`config.mk`:
```
export PLATFORM = sky130hd
export DESIGN_NAME = gtm_out_buf
export DESIGN_NICKNAME = d
export VERILOG_FILES = /design/src/design/gtm_pkg.sv /design/src/design/gtm_out_buf.sv
export SDC_FILE = /design/constraint.sdc
export NUM_CORES = 1
export LEC_CHECK = 0
export BUFFER_PORTS_ARGS = -buffer_cell sky130_fd_sc_hd__buf_2
export CAP_MARGIN = 15
export CELL_PAD_IN_SITES_DETAIL_PLACEMENT = 2
export CELL_PAD_IN_SITES_GLOBAL_PLACEMENT = 2
export CORE_AREA = 5 5 375 377
export CTS_BUF_LIST = sky130_fd_sc_hd__clkbuf_4 sky130_fd_sc_hd__clkbuf_8
export DETAILED_ROUTE_END_ITERATION = 8
export DIE_AREA = 0 0 380 382
export PLACE_DENSITY = 0.57
export SYNTH_ARGS = -nofsm -noshare
export SYNTH_HDL_FRONTEND = slang
export SYNTH_SLANG_ARGS = --single-unit
```
`constraint.sdc`:
```
create_clock -name clock -period 23.8 [get_ports clock]
set_clock_uncertainty 0.15 [all_clocks]
set_input_delay 3.57 -clock clock [delete_from_list [all_inputs] [get_ports clock]]
set_output_delay 3.57 -clock clock [all_outputs]
set_load 0.02 [all_outputs]
```
`src/design/gtm_pkg.sv`:
```
package gtm_pkg;

   // operand and accumulator geometry
   localparam int IN_WIDTH       = 16;
   localparam int ACC_WIDTH      = 48;
   localparam int PROD_WIDTH     = 2 * IN_WIDTH;
   localparam int TILE_DIM       = 4;
   localparam int ROW_WIDTH      = 2;
   localparam int REQ_DATA_WIDTH = 2 * TILE_DIM * IN_WIDTH;
   localparam int RSP_DATA_WIDTH = TILE_DIM * ACC_WIDTH;

   typedef logic signed [IN_WIDTH-1:0]   operand_type;
   typedef logic signed [PROD_WIDTH-1:0] prod_type;
   typedef logic signed [ACC_WIDTH-1:0]  acc_type;
   typedef logic [ROW_WIDTH-1:0]         row_type;

   localparam acc_type ACC_MAX  = {1'b0, {(ACC_WIDTH-1){1'b1}}};
   localparam acc_type ACC_MIN  = {1'b1, {(ACC_WIDTH-1){1'b0}}};
   localparam row_type ROW_LAST = ROW_WIDTH'(TILE_DIM - 1);

   // control from the top level to each MAC cell
   typedef struct packed {
      logic load;    // capture a new product
      logic acc_en;  // fold the held product into the accumulator
      logic clear;   // the held product closes the tile
   } mac_ctl_type;

   // status of the result drain buffer
   typedef struct packed {
      logic    valid;  // a row is on the result channel
      logic    free;   // buffer can take a tile this cycle
      row_type row;    // row currently presented
   } out_status_type;

endpackage

```
`src/design/gtm_out_buf.sv`:
```
module gtm_out_buf import gtm_pkg::*; (
   input  logic           clock,
   input  logic           reset,
   input  logic           load,
   input  acc_type        tile_sums [TILE_DIM][TILE_DIM],
   input  logic           rsp_tready,
   output acc_type        row_sums [TILE_DIM],
   output out_status_type status
);

   acc_type rows_ff [TILE_DIM][TILE_DIM];
   logic    valid_ff;
   row_type row_ff;
   logic    advance;
   logic    done;

   assign advance = valid_ff && rsp_tready;
   assign done    = advance && (row_ff == ROW_LAST);

   assign status.valid = valid_ff;
   assign status.free  = !valid_ff || done;
   assign status.row   = row_ff;

   // row 0 slot always holds the row on the channel
   always_comb begin
      for (int c = 0; c < TILE_DIM; c++) begin
         row_sums[c] = rows_ff[0][c];
      end
   end

   // tile snapshot, then shift one row per transfer
   always_ff @(posedge clock) begin
      if (load) begin
         rows_ff <= tile_sums;
      end else if (advance) begin
         for (int r = 0; r < TILE_DIM - 1; r++) begin
            rows_ff[r] <= rows_ff[r+1];
         end
      end
   end

   always_ff @(posedge clock) begin
      if (reset) begin
         valid_ff <= 1'b0;
         row_ff   <= '0;
      end else if (load) begin
         valid_ff <= 1'b1;
         row_ff   <= '0;
      end else if (advance) begin
         if (row_ff == ROW_LAST) begin
            valid_ff <= 1'b0;
         end
         row_ff <= row_ff + 1'b1;
      end
   end

endmodule

```
=== Word-level counts from Yosys, hierarchy flattened ===
Cells that the tools add are included.
Widths: inputs -> output; s select.

* Add/sub/neg operators: 1
* Equality and inequality tests: 1
* Reductions and logical operators: 8
* Multiplexer cells: 5

{| class="wikitable"
|+ Operator list
! operator !! count
|-
| $mux 576 || 2
|-
| $reduce_bool 2->1 || 2
|-
| $mux 1 || 3
|-
| $add 2x1->2 const B || 1
|-
| $eq 2x2->1 const B || 1
|-
| $logic_and 1x1->1 || 2
|-
| $reduce_and 2->1 || 1
|-
| $reduce_or 2->1 || 1
|-
| $logic_not 1->1 || 1
|-
| $logic_or 1x1->1 || 1
|}

* Bits of input ports: 772
* Logic and storage cells: 33
* Flip-flop bits (word level): 771

=== Longest topological paths before layout ===
* Word-level depth: 4
* Gate-level depth with buffers: 4
* Gate-level depth less buffers: 3

=== Worst setup path after synthesis ===
No wires, ideal clock.

* Path type: input to register
* From: in load
* To: reg rows_ff (netlist bit row_sums[0]), enable pin
* Stages on the path: 4
* Arrival time: 13.258 ns
* Setup time: 4.057 ns
* Slack: 6.335 ns
* Required time: 19.593 ns
* Cells stage by stage: buf_2 -> buf_4 -> inv_1 -> nand2_1

* Cells in the longest elaborated chain, start to end: 1

{| class="wikitable"
|+ RTL lines
! item !! line !! text
|-
| start: declaration || gtm_out_buf.sv:4 || <nowiki>input logic load,</nowiki>
|-
| $reduce_bool 2->1 (no source line) || -- ||
|-
| end signal: assignment || gtm_out_buf.sv:34 || <nowiki>rows_ff <= tile_sums;</nowiki>
|-
| end signal: indexed assignment || gtm_out_buf.sv:37 || <nowiki>rows_ff[r] <= rows_ff[r+1];</nowiki>
|-
| end: declaration || gtm_out_buf.sv:11 || <nowiki>acc_type rows_ff [TILE_DIM][TILE_DIM];</nowiki>
|}

No other way between the ends.
A chain may end at the register's enable or synchronous reset.

==> impl_results.md <==
* Worst-Margin Slew at 1.04 ns
* # rows at between 100 and 150
* Power after layout at approximately 3.3 mW
* FILL cells at 14200
* Reg2reg path depth at 5
* WP data required at 20.08 ns
* TritonCTS clock tree: done
* Ports at 968
* Lkg Pwr at 17.4 nW
* Via count at 17700
* Post-Syn Area per Cell at 20.9 sq um
* CTS Hold Buffers Added at 0
* Post-cts resize count at 0
* Placed cell areas at 38900 sq um
* Yosys warns at 0
* Overall routing resource usage at 0.143
* Layout Cells excl Fill at 4431
* Max Clk Rate at 0.128 GHz
* First-pass GRT wire length at between 100000 and 150000 um
* Synth top area share at 0.683
* Final ANT Viol Nets at 0
* Mapped Nets at 2390
* Place WS at 15.42 ns
* Crit Path Category: in2out
* VDD IR max at 0.0409 mV
* Number of remaining DRC errors at 0
* Maxcap violations at 0
* GRT Residual Overflow at 0
* Max-slew violation count at 0
* Reg2Reg Setup Slack at 19.39 ns
* Yosys reg bits at 771
* H-tree depth at 4
* Clk slew on worst S/H paths at 0.06 ns
* Mapped Cells at 1617
* Setup ws final at between 15 and 20 ns
* RSZ-0062 raised after global routing: no
* PD cells at 79.8 nW/um^2
* Share of layout cells above drive strength 1 at 0.690
* CTS Sinks at 771
* IO Port Bufs at 967
* Area occupied by multi-input gates at 8450 sq um
* Fin crit share at 0.328
* CP Capture Type: primary output
* Core ar. at between 100000 and 150000 sq um
* Hold Path Depth at 1
* CP Data Arrival Time at slightly above 4 ns
* Vias in the first global route at 20200
* Post-layout instance area at 41700 sq um
* Synth area leader: edfxtp_1
* RePlAce Congestion at 0.875
* Placed insts at 4138
* Worst-path fanout max at 6
* Post-synthesis cell area at 33800 sq um
* Setup Fix Bufs, Post-CTS at 0
* Avg WL per Cell at 24.4 um
* Largest net degree at the start of global routing at 139
* CP startpoint kind: input port
* Vias per cell at 4.00
* Final Hold Fails at 0
* Total Neg Setup Slack at 0 ns
* Max-slew headroom at 0.310
* Hold WC Path Type: reg2reg
* Yosys cell types at 16
* Overall die height at 382 um
* DR iter-0 viols at 778
* Clock buffer depth at 3
* Area delta synth->final at 23.6%
* Worst skew pair latency at 0.81 ns
* Num CTS Buffers at 146
* Final wirelength at ~110000 um
* Final setup fails at 0
* Initial antenna violation count at 89
* Fin util at 0.305
* Drt pass-1 iters at 4
* Largest cells by area after synthesis: edfxtp_1 (68%), mux2_4 (22%), buf_4 (4.3%)
* Run status: complete, no violations
* Hold WS at 0.373 ns
* Die area at approximately 150000 sq um
* Final period demand of the worst path at 7.81 ns
* Sequential element share of the synthesized area at 0.685
* Register area at 23100 sq um
* Root Buffer: clkbuf_8
* Detail Placement HPWL at 83400 um
* Net count, final at 3265
* Die W at 380 um
* Initial Util at 0.247
## critical path, stage by stage
cell and delay, ns:
buf_2 0.14, a21bo_2 0.21, buf_2 0.16
## report_power, final
part           total [mW]  internal [mW]  switching [mW]
clock network        1.27          0.691           0.578
registers            1.69           1.65          0.0437
logic               0.373          0.196           0.176
## layout make-up
cell class / count / area share
Sequential cell: 771 / 0.554
Multi-Input combinational cell: 588 / 0.203
Timing Repair Buffer: 984 / 0.120
Clock buffer: 205 / 0.0594
Tap cell: 1794 / 0.0538
Clock inverter: 48 / 0.00714
Antenna cell: 40 / 0.00240
Inverter: 1 / 0.0000900
## placed cells by master, fill, tap and decap left out
| cell type | count |
|---|---|
| buf_8 | 1 |
| mux2_2 | 76 |
| clkinv_1 | 27 |
| ha_1 | 1 |
| a21oi_1 | 3 |
| inv_8 | 2 |
| a21bo_2 | 3 |
| bufinv_16 | 2 |
| nand3b_1 | 1 |
| clkinv_2 | 8 |
| nand2_4 | 1 |
| nand3_1 | 1 |
| buf_12 | 4 |
| buf_2 | 966 |
| clkbuf_4 | 55 |
| diode_2 | 40 |
| dfxtp_1 | 3 |
| edfxtp_1 | 768 |
| or2_2 | 1 |
| mux2_4 | 500 |
| inv_1 | 1 |
| clkinvlp_4 | 4 |
| clkbuf_8 | 150 |
| nand2_1 | 1 |
| inv_6 | 5 |
| buf_4 | 13 |
## flip-flops by register name, indices dropped and copies added, names as in the netlist
name      flops
row_sums    192
rows_ff     576
valid_ff      1
row_ff        2
## path summary, 6_finish.rpt
kind,from,to
worst max-delay path,rsp_tready,status[2]
worst min-delay path,rows_ff[363]$_DFFE_PP_,rows_ff[555]$_DFFE_PP_
worst min register to register,rows_ff[363]$_DFFE_PP_,rows_ff[555]$_DFFE_PP_
worst max register to register,valid_ff$_SDFFE_PP0P_,rows_ff[498]$_DFFE_PP_
## metal layers
metal  share of wire  global-route usage
met1            0.36               0.153
met2            0.53               0.259
met3           0.080              0.0559
met4           0.026              0.0474
met5          0.0028                   0
## synthesized netlist by cell type, drive strengths merged
| cell | number |
|---|---|
| dfxtp | 3 |
| edfxtp | 768 |
| nand2 | 2 |
| nand3b | 1 |
| or2 | 1 |
| a21oi | 3 |
| a21bo | 3 |
| inv | 1 |
| mux2 | 576 |
| ha | 1 |
| buf | 257 |
| nand3 | 1 |
## logic make-up after synthesis
group / synth area share
flip-flops: 0.685
AND/OR/NAND/NOR: 0.000779
AO/OA/AOI/OAI: 0.00133
adder cells (fa/ha/maj): 0.000371
multiplexers: 0.248
buffers and inverters: 0.0647
(Power assumes the default switching activity.)
