--- src/design/gtm_pkg.sv ---
package gtm_pkg;

   // operand and accumulator geometry
   localparam int IN_WIDTH       = 16;
   localparam int ACC_WIDTH      = 48;
   localparam int PROD_WIDTH     = 2 * IN_WIDTH;
   localparam int TILE_DIM       = 4;
   localparam int ROW_WIDTH      = 2;
   localparam int REQ_DATA_WIDTH = 2 * TILE_DIM * IN_WIDTH;
   localparam int RSP_DATA_WIDTH = TILE_DIM * ACC_WIDTH;

   typedef logic signed [IN_WIDTH-1:0]   operand_type;
   typedef logic signed [PROD_WIDTH-1:0] prod_type;
   typedef logic signed [ACC_WIDTH-1:0]  acc_type;
   typedef logic [ROW_WIDTH-1:0]         row_type;

   localparam acc_type ACC_MAX  = {1'b0, {(ACC_WIDTH-1){1'b1}}};
   localparam acc_type ACC_MIN  = {1'b1, {(ACC_WIDTH-1){1'b0}}};
   localparam row_type ROW_LAST = ROW_WIDTH'(TILE_DIM - 1);

   // control from the top level to each MAC cell
   typedef struct packed {
      logic load;    // capture a new product
      logic acc_en;  // fold the held product into the accumulator
      logic clear;   // the held product closes the tile
   } mac_ctl_type;

   // status of the result drain buffer
   typedef struct packed {
      logic    valid;  // a row is on the result channel
      logic    free;   // buffer can take a tile this cycle
      row_type row;    // row currently presented
   } out_status_type;

endpackage

--- src/design/gtm_mac_cell.sv ---
module gtm_mac_cell import gtm_pkg::*; (
   input  logic        clock,
   input  logic        reset,
   input  mac_ctl_type ctl,
   input  operand_type a_in,
   input  operand_type b_in,
   output acc_type     sum_next
);

   prod_type                 prod_ff;
   prod_type                 prod_in;
   acc_type                  acc_ff;
   acc_type                  acc_in;
   logic signed [ACC_WIDTH:0] wide_sum;

   // multiply stage
   assign prod_in = a_in * b_in;

   always_ff @(posedge clock) begin
      if (ctl.load) begin
         prod_ff <= prod_in;
      end
   end

   // saturating accumulate, one guard bit
   always_comb begin
      wide_sum = {acc_ff[ACC_WIDTH-1], acc_ff}
               + {{(ACC_WIDTH + 1 - PROD_WIDTH){prod_ff[PROD_WIDTH-1]}}, prod_ff};
      if (wide_sum[ACC_WIDTH] != wide_sum[ACC_WIDTH-1]) begin
         acc_in = wide_sum[ACC_WIDTH] ? ACC_MIN : ACC_MAX;
      end else begin
         acc_in = wide_sum[ACC_WIDTH-1:0];
      end
   end

   assign sum_next = acc_in;

   always_ff @(posedge clock) begin
      if (reset) begin
         acc_ff <= '0;
      end else if (ctl.acc_en) begin
         acc_ff <= ctl.clear ? '0 : acc_in;
      end
   end

endmodule

--- config.mk ---
export PLATFORM = sky130hd
export DESIGN_NAME = gtm_mac_cell
export DESIGN_NICKNAME = d
export VERILOG_FILES = /design/src/design/gtm_pkg.sv /design/src/design/gtm_mac_cell.sv
export SDC_FILE = /design/constraint.sdc
export NUM_CORES = 1
export LEC_CHECK = 0
export ABC_AREA = 1
export BUFFER_PORTS_ARGS = -buffer_cell sky130_fd_sc_hd__clkbuf_2
export CAP_MARGIN = 20
export CORE_ASPECT_RATIO = 1.25
export CORE_MARGIN = 3
export CORE_UTILIZATION = 55
export DETAILED_ROUTE_END_ITERATION = 12
export MAX_ROUTING_LAYER = met4
export PLACE_DENSITY = 0.83
export SYNTH_ARGS = -nofsm -noshare
export SYNTH_HDL_FRONTEND = slang
export SYNTH_SLANG_ARGS = --single-unit
--- constraint.sdc ---
create_clock -name clock -period 8.47 [get_ports clock]
set_input_delay 1.694 -clock clock [delete_from_list [all_inputs] [get_ports clock]]
set_output_delay 1.694 -clock clock [all_outputs]
set_load 0.01 [all_outputs]
# Word level (Yosys, flattened, before mapping)
# Cells that the tools add are included.
classes:
  n_eq_ne: 1
  mul: 1
  n_addsub: 1
  mux: 3
op_table:
  columns: ["op", "count"]
  rows:
  - ["$mux 48", 3]
  - ["$add 48x32->49", 1]
  - ["$mul 16x16->32", 1]
  - ["$ne 1x1->1", 1]
totals:
  ff_bits: 80
  output_inout_bits: 48
  inputBits: 37

# Depth between registers and ports, before layout
# Gate-level depths: netlist (run 1).
logic_depth:
  depth_word: 4
  depth_mapped: 26
  ltp_nobuf: 24

# Least setup slack after synthesis (run 1)
# Ideal clock, no wire load.
synth_timing:
  kind: "input to register"
  start: "input port a_in[10]"
  end: "register prod_ff[22] (data pin)"
  setup_time_ps: 258
  path_slack_ps: 1321
  t_required_ps: 8212
  t_arrival_ps: 6891
  path_buffers: 2
  stages: 19
  cell_sequence: "clkbuf_1 -> clkbuf_1 -> nand2_1 -> fa_1 -> fa_1 -> fa_1 -> fa_1 -> inv_1 -> fa_1 -> fa_1 -> ha_1 -> nand2_1 -> nor2_1 -> nand4_1 -> o211ai_1 -> a21oi_1 -> o21ai_0 -> a21oi_1 -> xnor2_1"
synth_via:
  elab_chain_len: 1
synth_lines:
  columns: ["item", "line", "text"]
  rows:
  - ["from (decl)", "gtm_mac_cell.sv:5", "input operand_type a_in,"]
  - ["$mul 16x16->32", "gtm_mac_cell.sv:17", "assign prod_in = a_in * b_in;"]
  - ["named net prod_in[22]", "gtm_mac_cell.sv:11", "prod_type prod_in;"]
  - ["to (signal assigned)", "gtm_mac_cell.sv:21", "prod_ff <= prod_in;"]
  - ["to (decl)", "gtm_mac_cell.sv:10", "prod_type prod_ff;"]
# The timed path passes the listed nets, and every way through them passes these cells.
# A chain may end at the register's enable or synchronous reset.

# Final worst setup path (run 1)
layout_timing:
  start: "input port b_in[1]"
  end: "register prod_ff[30] (data pin)"
layout_via:
  elab_chain_len: 1
layout_lines:
  columns: ["item", "line", "text"]
  rows:
  - ["from (decl)", "gtm_mac_cell.sv:6", "input operand_type b_in,"]
  - ["$mul 16x16->32", "gtm_mac_cell.sv:17", null]
  - ["named net prod_in[30]", "gtm_mac_cell.sv:11", null]
# The timed path passes the listed nets, and every way through them passes these cells.

==> metrics.md, run 1 <==
| Metric | Value |
|---|---|
| Fmax | `135.9 MHz` |
| Grt peak-use layer | `met2` |
| Pins Over Slew Limit | `0` |
| GR Util met2 | `54.94%` |
| I/O pins | `85` |
| Register-to-Register Path Depth | `15` |
| Row count | `71` |
| Number of synthesized register bits | `80` |
| Number of library cell types mapped by synthesis | `42` |
| Vias per inst | `5.286` |
| Pin slew with the least headroom to its limit | `0.9681 ns` |
| Main combinational cell family by area after synthesis | `adder cells` |
| GR Layer Usage met3 | `3.048%` |
| Post-CTS Setup Bufs | `0` |
| Post-synth EDFFs | `32` |
| Status | `completed` |
| CTS Root Cell | `clkbuf_16` |
| Nets | `2817` |
| Iteration-0 DRC Markers | `966` |
| Largest cells by area after synthesis | `fa_1 31%, nand2_1 15%, inv_1 12%, ha_1 9.5%, dfxtp_1 5.6%` |
| Clk sinks | `80` |
| Compound-Gate Fraction of Synth Area | `8.023%` |
| Worst-path clk slew | `0.06 ns` |
| Share of cells above drive strength 1 | `7.901%` |
| CTS buffer count | `9` |
| Reg area | `1922 um^2` |
| HPWL after detailed placement | `40930 um` |
| XOR/XNOR Fraction of Synth Area | `3.532%` |
| Starting density of the core | `56.31%` |
| Max FO, Critical Path | `16` |
| Worst Setup Start Kind | `input port` |
| Final period util | `86.87%` |
| Setup Skew | `0.009056 ns` |
| Placed Cells | `2775` |
| Fin Hold WS | `0.4704 ns` |
| Share of the synthesized area in the top cell type | `30.77%` |
| Global-route wire length before repair | `79020 um` |
| Max H-tree Level | `3` |
| Worst Path Arrival | `7.45 ns` |
| CP Capture Type | `flip-flop` |
| Syn nets | `2799` |
| Final Hold Viols | `0` |
| Vias in the first global route | `15740` |
| Pre-antenna DRT Iters | `6` |
| Sequential area share after synthesis | `11.23%` |
| Total negative setup slack | `0 ns` |
| Mux cell area share after synthesis | `0%` |
| Non-filler cells, final | `2793` |
| Layout area overhead | `5.522%` |
| Total Routing Usage GR | `30.91%` |
| Hold Path Depth | `2` |
| Mapped Area | `17110 um^2` |
| N_diodes | `0` |
| Clock period minus worst slack | `7.358 ns` |
| DRC | `0` |
| Initial antenna violation count | `0` |
| Crit path kind | `input port to flip-flop` |
| Cell taking the most area after synthesis | `fa_1` |
| Filler cells | `2844` |
| Die Height | `203.2 um` |
| Most common cell after layout, fill and taps aside | `nand2_1` |
| Detailed Route WL | `48210 um` |
| Max clock buf depth | `2` |
| Setup violators final | `0` |
| Largest net degree at the start of global routing | `49` |
| Core outline area | `30380 um^2` |
| Chip width | `163.8 um` |
| Via count | `14760` |
| Ys flop type | `dfxtp_1` |
| CTS Hold Bufs | `0` |
| RSZ-0062 raised after global routing | `no` |
| Post-synthesis adder-cell area fraction | `40.28%` |
| I/O Buffers | `84` |
| Post-CTS Resized | `0` |
| Die area | `33270 um^2` |
| Post-synthesis simple-gate area fraction | `22.12%` |
| Avg WL per Cell | `17.26 um` |
| Most frequent cells in the layout | `679 x nand2_1, 568 x inv_1, 263 x fa_1` |
| Multi-input gate area | `12660 um^2` |
| Grt met1 use | `34.60%` |
| GR Overflow Total | `0` |
| RePlAce Congestion | `1.017` |
| Insertion delay to the later sink of the worst-skew pair | `0.36 ns` |
| Synth warn | `0` |
| Worst hold-check path type | `flip-flop to flip-flop` |
| Slew HR | `35.23%` |
| Required @ worst endpoint | `8.56 ns` |
| Max cap viols | `0` |
| Syn_area_per_cell | `7.222 um^2` |
| ANT nets after route | `0` |
| CTS tree | `done` |
| FFs w/ async S/R, synth | `0%` |
| Post-synthesis instance total | `2369` |
## worst paths after layout
| path | from | end | slack (ns) |
|---|---|---|---|
| worst max register to register | prod_ff[31] | acc_ff[1] | 4.42 |
| worst min register to register | acc_ff[19] | acc_ff[19] | 0.47 |
| worst min-delay path | acc_ff[19] | acc_ff[19] | 0.47 |
| worst max-delay path | b_in[1] | prod_ff[30] | 1.11 |
## synthesized netlist by cell type, types with 30 or more instances
library cell	instances
a21oi_1	140
clkbuf_1	68
dfxtp_1	48
edfxtp_1	32
fa_1	263
ha_1	130
inv_1	568
nand2_1	679
nand2_2	37
nand3_1	37
nor2_1	122
o21ai_0	36
xnor2_1	39
xor2_1	30
## metal layers
layer  vias up  share of wire, %
met5         -                 0
li1       7048                 -
met3       166               4.8
met4         0               5.9
met1      7027                38
met2       522                52
## worst max-delay path, cell delays in order
cell and delay, ns:
clkbuf_2 0.26, nand2_1 0.19, inv_1 0.10, fa_1 0.66, fa_1 0.76, inv_1 0.19
fa_1 0.47, fa_1 0.56, inv_1 0.06, fa_1 0.53, inv_1 0.05, fa_1 0.47
inv_1 0.04, ha_1 0.36, nand2_1 0.14, o21ai_0 0.29, inv_1 0.07, o221ai_1 0.22
a21oi_1 0.08, o21ai_0 0.14, xor2_1 0.10
## final cells by class
type	count	share of cell area (%)
clock inverter	5	0.4505
sequential	80	10.65
tap	401	2.779
inverter	576	11.98
clock buffer	11	1.289
multi-input combinational	1630	70.14
timing repair buffer	90	2.717
## flip-flops by register name (all words and copies together) (netlist names)
name     count
acc_ff      48
prod_ff     32
## per-stage QoR
| stage | setup WS (ns) | util, % | area (um^2) |
|---|---|---|---|
| 3_5_place_dp | 0.7799 | 58.26 | 17700 |
| 5_1_grt | 0.7868 | 59.42 | 18050 |
| 4_1_cts | 1.142 | 59.29 | 18010 |
| 3_3_place_gp | 1.028 | 58.26 | 17700 |
| 2_1_floorplan | 1.321 | - | 17110 |
| 6_report | 1.112 | 59.42 | 18050 |
## logic make-up (layout without fill, tap and decap cells)
logic type,after synthesis,after routing
AOI/OAI and AO/OA,237,237
xor gates and xnor gates,69,69
adders and majority gates,393,393
buffers and inverters,659,682
DFF,80,80
and+or+nand+nor,931,931
Power of run 1 is left out: the tool's default activity adds up to more than one toggle a clock period on the data nets, which glitch-free logic cannot reach.
==> inputs of run 2 (changes only) <==
Settings changed: CELL_PAD_IN_SITES_DETAIL_PLACEMENT set to 1, CELL_PAD_IN_SITES_GLOBAL_PLACEMENT set to 1, CORE_UTILIZATION 55 to 48, GPL_TIMING_DRIVEN set to 0, PLACE_DENSITY 0.83 to 0.94.
==> metrics.md, run 2 (same netlist as run 1, synthesis figures left out) <==
| Metric | Value |
|---|---|
| Largest net degree at the start of global routing | `33 (-33%)` |
| DRC | `0 (unchanged)` |
| Final period util | `98.44% (+12 points)` |
| ANT nets after route | `0 (unchanged)` |
| Chip width | `174.9 um (+6.8%)` |
| RSZ-0062 raised after global routing | `no` |
| Layout area overhead | `6.823%` |
| Initial antenna violation count | `0 (unchanged)` |
| Worst Path Arrival | `8.53 ns (+1.08 ns)` |
| Required @ worst endpoint | `8.67 ns (+0.11 ns)` |
| Status | `completed` |
| Setup Skew | `0.01093 ns (+0.001874 ns)` |
| Vias in the first global route | `18440 (+17%)` |
| Most common cell after layout, fill and taps aside | `nand2_1` |
| Share of cells above drive strength 1 | `7.005% (-0.90 points)` |
| Most frequent cells in the layout | `679 x nand2_1, 568 x inv_1, 263 x fa_1` |
| HPWL after detailed placement | `55460 um (+36%)` |
| CTS Hold Bufs | `0 (unchanged)` |
| RePlAce Congestion | `0.9715 (-4.5%)` |
| Filler cells | `4627 (+63%)` |
| Row count | `76 (+7.0%)` |
| I/O Buffers | `56 (-33%)` |
| Register-to-Register Path Depth | `18 (+3)` |
| Worst path slowest cell | `clkbuf_1` |
| CP Capture Type | `flip-flop` |
| Pins Over Slew Limit | `0 (unchanged)` |
| Pre-CTS setup slack | `-0.1150 ns (-0.8948 ns)` |
| Largest registers | `acc_ff (48), prod_ff (32)` |
| Clk sinks | `80 (unchanged)` |
| Core outline area | `34800 um^2 (+15%)` |
| Slew HR | `32.43% (-2.8 points)` |
| Setup violators final | `0 (unchanged)` |
| I/O pins | `85 (unchanged)` |
| Insertion delay to the later sink of the worst-skew pair | `0.37 ns (about the same)` |
| Fin area | `18280 um^2 (+1.2%)` |
| Fmax | `119.9 MHz (-12%)` |
| Nets | `2866 (+1.7%)` |
| Clock period minus worst slack | `8.338 ns (+0.9805 ns)` |
| R2R Path End | `acc_ff[23]` |
| CTS buffer count | `9 (unchanged)` |
| Max cap viols | `0 (unchanged)` |
| Max H-tree Level | `3 (unchanged)` |
| Crit path kind | `input port to flip-flop` |
| RR Startpoint | `prod_ff[31]` |
| Via count | `15840 (+7.3%)` |
| Pin slew with the least headroom to its limit | `1.003 ns (+0.03493 ns)` |
| R2r setup slk | `5.04 ns (+0.62 ns)` |
| Multi-input gate area | `12650 um^2 (about the same)` |
| Max FO, Critical Path | `10 (-6)` |
| Worst-path cell chain | `clkbuf_1 > clkbuf_1 > nand2_1 > inv_1 > fa_1 > inv_1 > fa_1 > fa_1 > fa_1 > inv_1 > fa_1 > fa_1 > ha_1 > nand2_1 > nor2_1 > nand4_1 > o211ai_1 > a21oi_1 > o21ai_0 > nand3_1 > nand2_1 > xor2_1` |
| Pre-antenna DRT Iters | `5 (-1)` |
| Die Height | `217.1 um (+6.8%)` |
| Hold Path Depth | `2 (unchanged)` |
| CTS Root Cell | `clkbuf_16` |
| Reg area | `1922 um^2 (unchanged)` |
| Setup slack after layout | `0.1320 ns (-0.9805 ns)` |
| CTS tree | `done` |
| Crit-path max cell delay | `0.61 ns (-0.15 ns)` |
| Min-delay src | `acc_ff[40]` |
| GR Overflow Total | `0 (unchanged)` |
| Max reg flops | `48 (unchanged)` |
| Largest reg by FF count | `acc_ff` |
| Total Routing Usage GR | `35.22% (+4.3 points)` |
| Vias per inst | `5.444 (+3.0%)` |
| Worst-path clk slew | `0.07 ns (about the same)` |
| CP most frequent cell | `fa_1` |
| N_diodes | `0 (unchanged)` |
| Max clock buf depth | `2 (unchanged)` |
| Worst hold-check path type | `flip-flop to flip-flop` |
| Global-route wire length before repair | `99550 um (+26%)` |
| Avg WL per Cell | `21.96 um (+27%)` |
| Iteration-0 DRC Markers | `914 (-5.4%)` |
| Crit. Startpoint | `a_in[6]` |
| Final Hold Viols | `0 (unchanged)` |
| Detailed Route WL | `63890 um (+33%)` |
| Die area | `37960 um^2 (+14%)` |
| Worst Setup Start Kind | `input port` |
| Final Util | `52.51% (-6.9 points)` |
| Worst hold endpoint | `acc_ff[40]` |
| Starting density of the core | `49.16% (-7.2 points)` |
| Placed Area | `17970 um^2 (+1.6%)` |
-- run 2: worst max-delay path, delay by kind of cell --
family	cells	cell delay, ns
AOI/OAI and AO/OA	3	1.22
xor gates and xnor gates	1	0.21
adders and majority gates	7	3.31
buffers and inverters	5	1.28
and+or+nand+nor	6	0.81
-- run 2: final cells by class --
| type | instances | share of cell area, % |
|---|---|---|
| multi-input cells | 1630 | 69.23 |
| inverters | 576 | 11.83 |
| flip-flops and latches | 80 | 10.52 |
| well taps | 468 | 3.204 |
| plain buffers | 83 | 2.054 |
| repair buffers | 56 | 1.534 |
| clock buffers | 10 | 1.253 |
| clock inverters | 6 | 0.3765 |
-- run 2: how the worst max path moves through the flow --
| stage | to | slack, ns | depth (start not counted) |
|---|---|---|---|
| final | prod_ff[26] | 0.13 | 22 |
| after global routing | prod_ff[26] | 0.01 | 22 |
| after CTS | prod_ff[30] | 0.24 | 22 |
| after detailed placement | prod_ff[30] | -0.11 | 22 |
| after global placement | prod_ff[26] | 0.14 | 20 |
| after floorplan | prod_ff[22] | 1.32 | 19 |
-- run 2: what timing repair did --
item,4_1_cts,5_1_grt
setup endpoints to repair,0,2
resized for setup,0,6
buffers inserted,0,0
-- run 2: metrics by stage --
step	std cells	hold slack (ns)	TNS, ns
floorplan	2369	0.4491	0
global placement	2893	0.4553	0
detailed placement	2893	0.4664	-0.1180
CTS	2909	0.4759	0
global route	2909	0.5020	0
finish	2909	0.4754	0
-- run 2: layer usage --
layer / wire (um) / vias to the layer above / GRT usage [%]
met5: 0 / - / -
met4: 5076 / 0 / 24.00
met3: 2744 / 279 / 4.433
met2: 33870 / 560 / 64.99
met1: 22200 / 7849 / 34.10
li1: - / 7148 / -
Power of run 2 is left out for the same reason.
==> inputs of run 3 (changes only) <==
Settings changed: PLACE_DENSITY 0.94 to 0.8.
==> metrics.md, run 3 (same netlist as run 1, synthesis figures left out) <==
| Metric | Value |
|---|---|
| Setup Skew | `0.01565 ns (+0.004721 ns)` |
| N_diodes | `0 (unchanged)` |
| Initial antenna violation count | `0 (unchanged)` |
| Fin area | `18290 um^2 (about the same)` |
| Crit path kind | `input port to flip-flop` |
| Slew HR | `39.80% (+7.4 points)` |
| CTS Hold Bufs | `0 (unchanged)` |
| Max reg flops | `48 (unchanged)` |
| Die area | `37960 um^2 (unchanged)` |
| CP most frequent cell | `fa_1` |
| Clock period minus worst slack | `8.208 ns (-0.1301 ns)` |
| Worst Setup Start Kind | `input port` |
| Insertion delay to the later sink of the worst-skew pair | `0.38 ns (about the same)` |
| Share of cells above drive strength 1 | `6.923% (-0.082 points)` |
| Row count | `76 (unchanged)` |
| Pre-CTS setup slack | `-0.07193 ns (+0.04304 ns)` |
| ANT nets after route | `0 (unchanged)` |
| CTS buffer count | `9 (unchanged)` |
| Post-CTS Setup Bufs | `0 (unchanged)` |
| Chip width | `174.9 um (unchanged)` |
| Filler cells | `4626 (-0.022%)` |
| CTS Root Cell | `clkbuf_16` |
| CP top delay family | `adder cells` |
| Status | `completed` |
| Crit-path max cell delay | `0.55 ns (-0.06 ns)` |
| Worst hold-check path type | `flip-flop to flip-flop` |
| RR Startpoint | `prod_ff[0]` |
| I/O pins | `85 (unchanged)` |
| Min-delay src | `acc_ff[20]` |
| GR Overflow Total | `0 (unchanged)` |
| Buffers & Inverters on Critical Path | `3 (-2)` |
| Global-route wire length before repair | `93360 um (-6.2%)` |
| Die Height | `217.1 um (unchanged)` |
| I/O Buffers | `56 (unchanged)` |
| Starting density of the core | `49.16% (unchanged)` |
| R2R Path End | `acc_ff[23]` |
| Setup violators final | `0 (unchanged)` |
| Core outline area | `34800 um^2 (unchanged)` |
| Worst-path cell chain | `clkbuf_1 > clkbuf_1 > nand2_1 > fa_1 > fa_1 > fa_1 > fa_1 > inv_1 > fa_1 > fa_1 > ha_1 > nand2_1 > nor2_1 > nand4_1 > o211ai_1 > a21oi_1 > o21ai_0 > nand3_1 > nand2_1 > xor2_1` |
| RePlAce Congestion | `0.9907 (+2.0%)` |
| Nets | `2866 (unchanged)` |
| Fin Hold WS | `0.4709 ns (-0.004514 ns)` |
| CTS tree | `done` |
| Placed Area | `17970 um^2 (unchanged)` |
| Most frequent cells in the layout | `679 x nand2_1, 568 x inv_1, 263 x fa_1` |
| Avg WL per Cell | `20.26 um (-7.7%)` |
| Worst path slowest cell | `clkbuf_1` |
| Pins Over Slew Limit | `0 (unchanged)` |
| Vias per inst | `5.195 (-4.6%)` |
| Max cap viols | `0 (unchanged)` |
| Total Routing Usage GR | `33.06% (-2.2 points)` |
| Worst hold endpoint | `acc_ff[20]` |
| Fmax | `121.8 MHz (+1.6%)` |
| Final Hold Viols | `0 (unchanged)` |
| Post-CTS Resized | `0 (unchanged)` |
| Required @ worst endpoint | `8.59 ns (-0.08 ns)` |
| R2r setup slk | `5.03 ns (about the same)` |
| RSZ-0062 raised after global routing | `no` |
| Max clock buf depth | `2 (unchanged)` |
| Hold Path Depth | `2 (unchanged)` |
| Detailed Route WL | `58950 um (-7.7%)` |
| Largest net degree at the start of global routing | `33 (unchanged)` |
| Iteration-0 DRC Markers | `556 (-39%)` |
| HPWL after detailed placement | `52500 um (-5.3%)` |
| Vias in the first global route | `17280 (-6.3%)` |
| Register-to-Register Path Depth | `21 (+3)` |
| Max FO, Critical Path | `10 (unchanged)` |
| Final period util | `96.91% (-1.5 points)` |
| Max H-tree Level | `3 (unchanged)` |
| Layout area overhead | `6.874% (about the same)` |
| Clk sinks | `80 (unchanged)` |
| Setup slack after layout | `0.2620 ns (+0.1301 ns)` |
| Via count | `15110 (-4.6%)` |
| Pre-antenna DRT Iters | `5 (unchanged)` |
| Pin slew with the least headroom to its limit | `0.9030 ns (-0.09994 ns)` |
| Largest registers | `acc_ff (48), prod_ff (32)` |
| Worst-path clk slew | `0.07 ns (about the same)` |
| CP Capture Type | `flip-flop` |
| Worst Path Arrival | `8.33 ns (-0.20 ns)` |
| DRC | `0 (unchanged)` |
| Most common cell after layout, fill and taps aside | `nand2_1` |
| Largest reg by FF count | `acc_ff` |
[run 3: changes by cell type in the layout (fill, tap and decap cells not counted)]
cell,previous run,this run
inv_8,1,3
clkbuf_2,59,56
clkbuf_1,66,68
clkinv_2,2,1
clkinv_4,1,0
clkinvlp_4,0,1
[run 3: worst max-delay path by stage]
stage | cells after the start | to | slack, ns | from
after floorplan | 19 | prod_ff[22] | 1.32 | a_in[10]
after global placement | 20 | prod_ff[26] | 0.06 | a_in[10]
after detailed placement | 20 | prod_ff[26] | -0.07 | a_in[10]
after CTS | 20 | prod_ff[26] | 0.32 | a_in[10]
after global routing | 22 | prod_ff[26] | 0.02 | a_in[6]
final | 20 | prod_ff[26] | 0.26 | a_in[7]
[run 3: worst min-delay path: stages, from the launching register on]
cell     delay (ns)
dfxtp_1        0.31
nand2_1        0.06
a21oi_1        0.05
[run 3: stage by stage]
| step | cells | util [%] | TNS (ns) |
|---|---|---|---|
| final | 2909 | 52.54 | 0 |
| after floorplan | 2369 | - | 0 |
| after CTS | 2909 | 52.54 | 0 |
| after global placement | 2893 | 51.65 | 0 |
| after detailed placement | 2893 | 51.65 | -0.1058 |
| after global routing | 2909 | 52.54 | 0 |
[run 3: layout make-up]
class | instances | area [um^2] | share of cell area (%)
Multi-Input combinational cell | 1630 | 12650 | 69.20
Inverter | 576 | 2162 | 11.82
Clock buffer | 9 | 225.2 | 1.232
Buffer | 83 | 371.6 | 2.032
Clock inverter | 7 | 85.08 | 0.4653
Tap cell | 468 | 585.6 | 3.202
Sequential cell | 80 | 1922 | 10.51
Timing Repair Buffer | 56 | 280.3 | 1.533
[run 3: routing by layer]
metal	vias up	global-route usage, %	share of wire (%)
met5	-	-	0
met4	0	18.95	6.7
met3	142	2.234	2.3
met2	308	62.34	54
met1	7510	33.61	37
li1	7151	-	-
Power of run 3 is left out for the same reason.
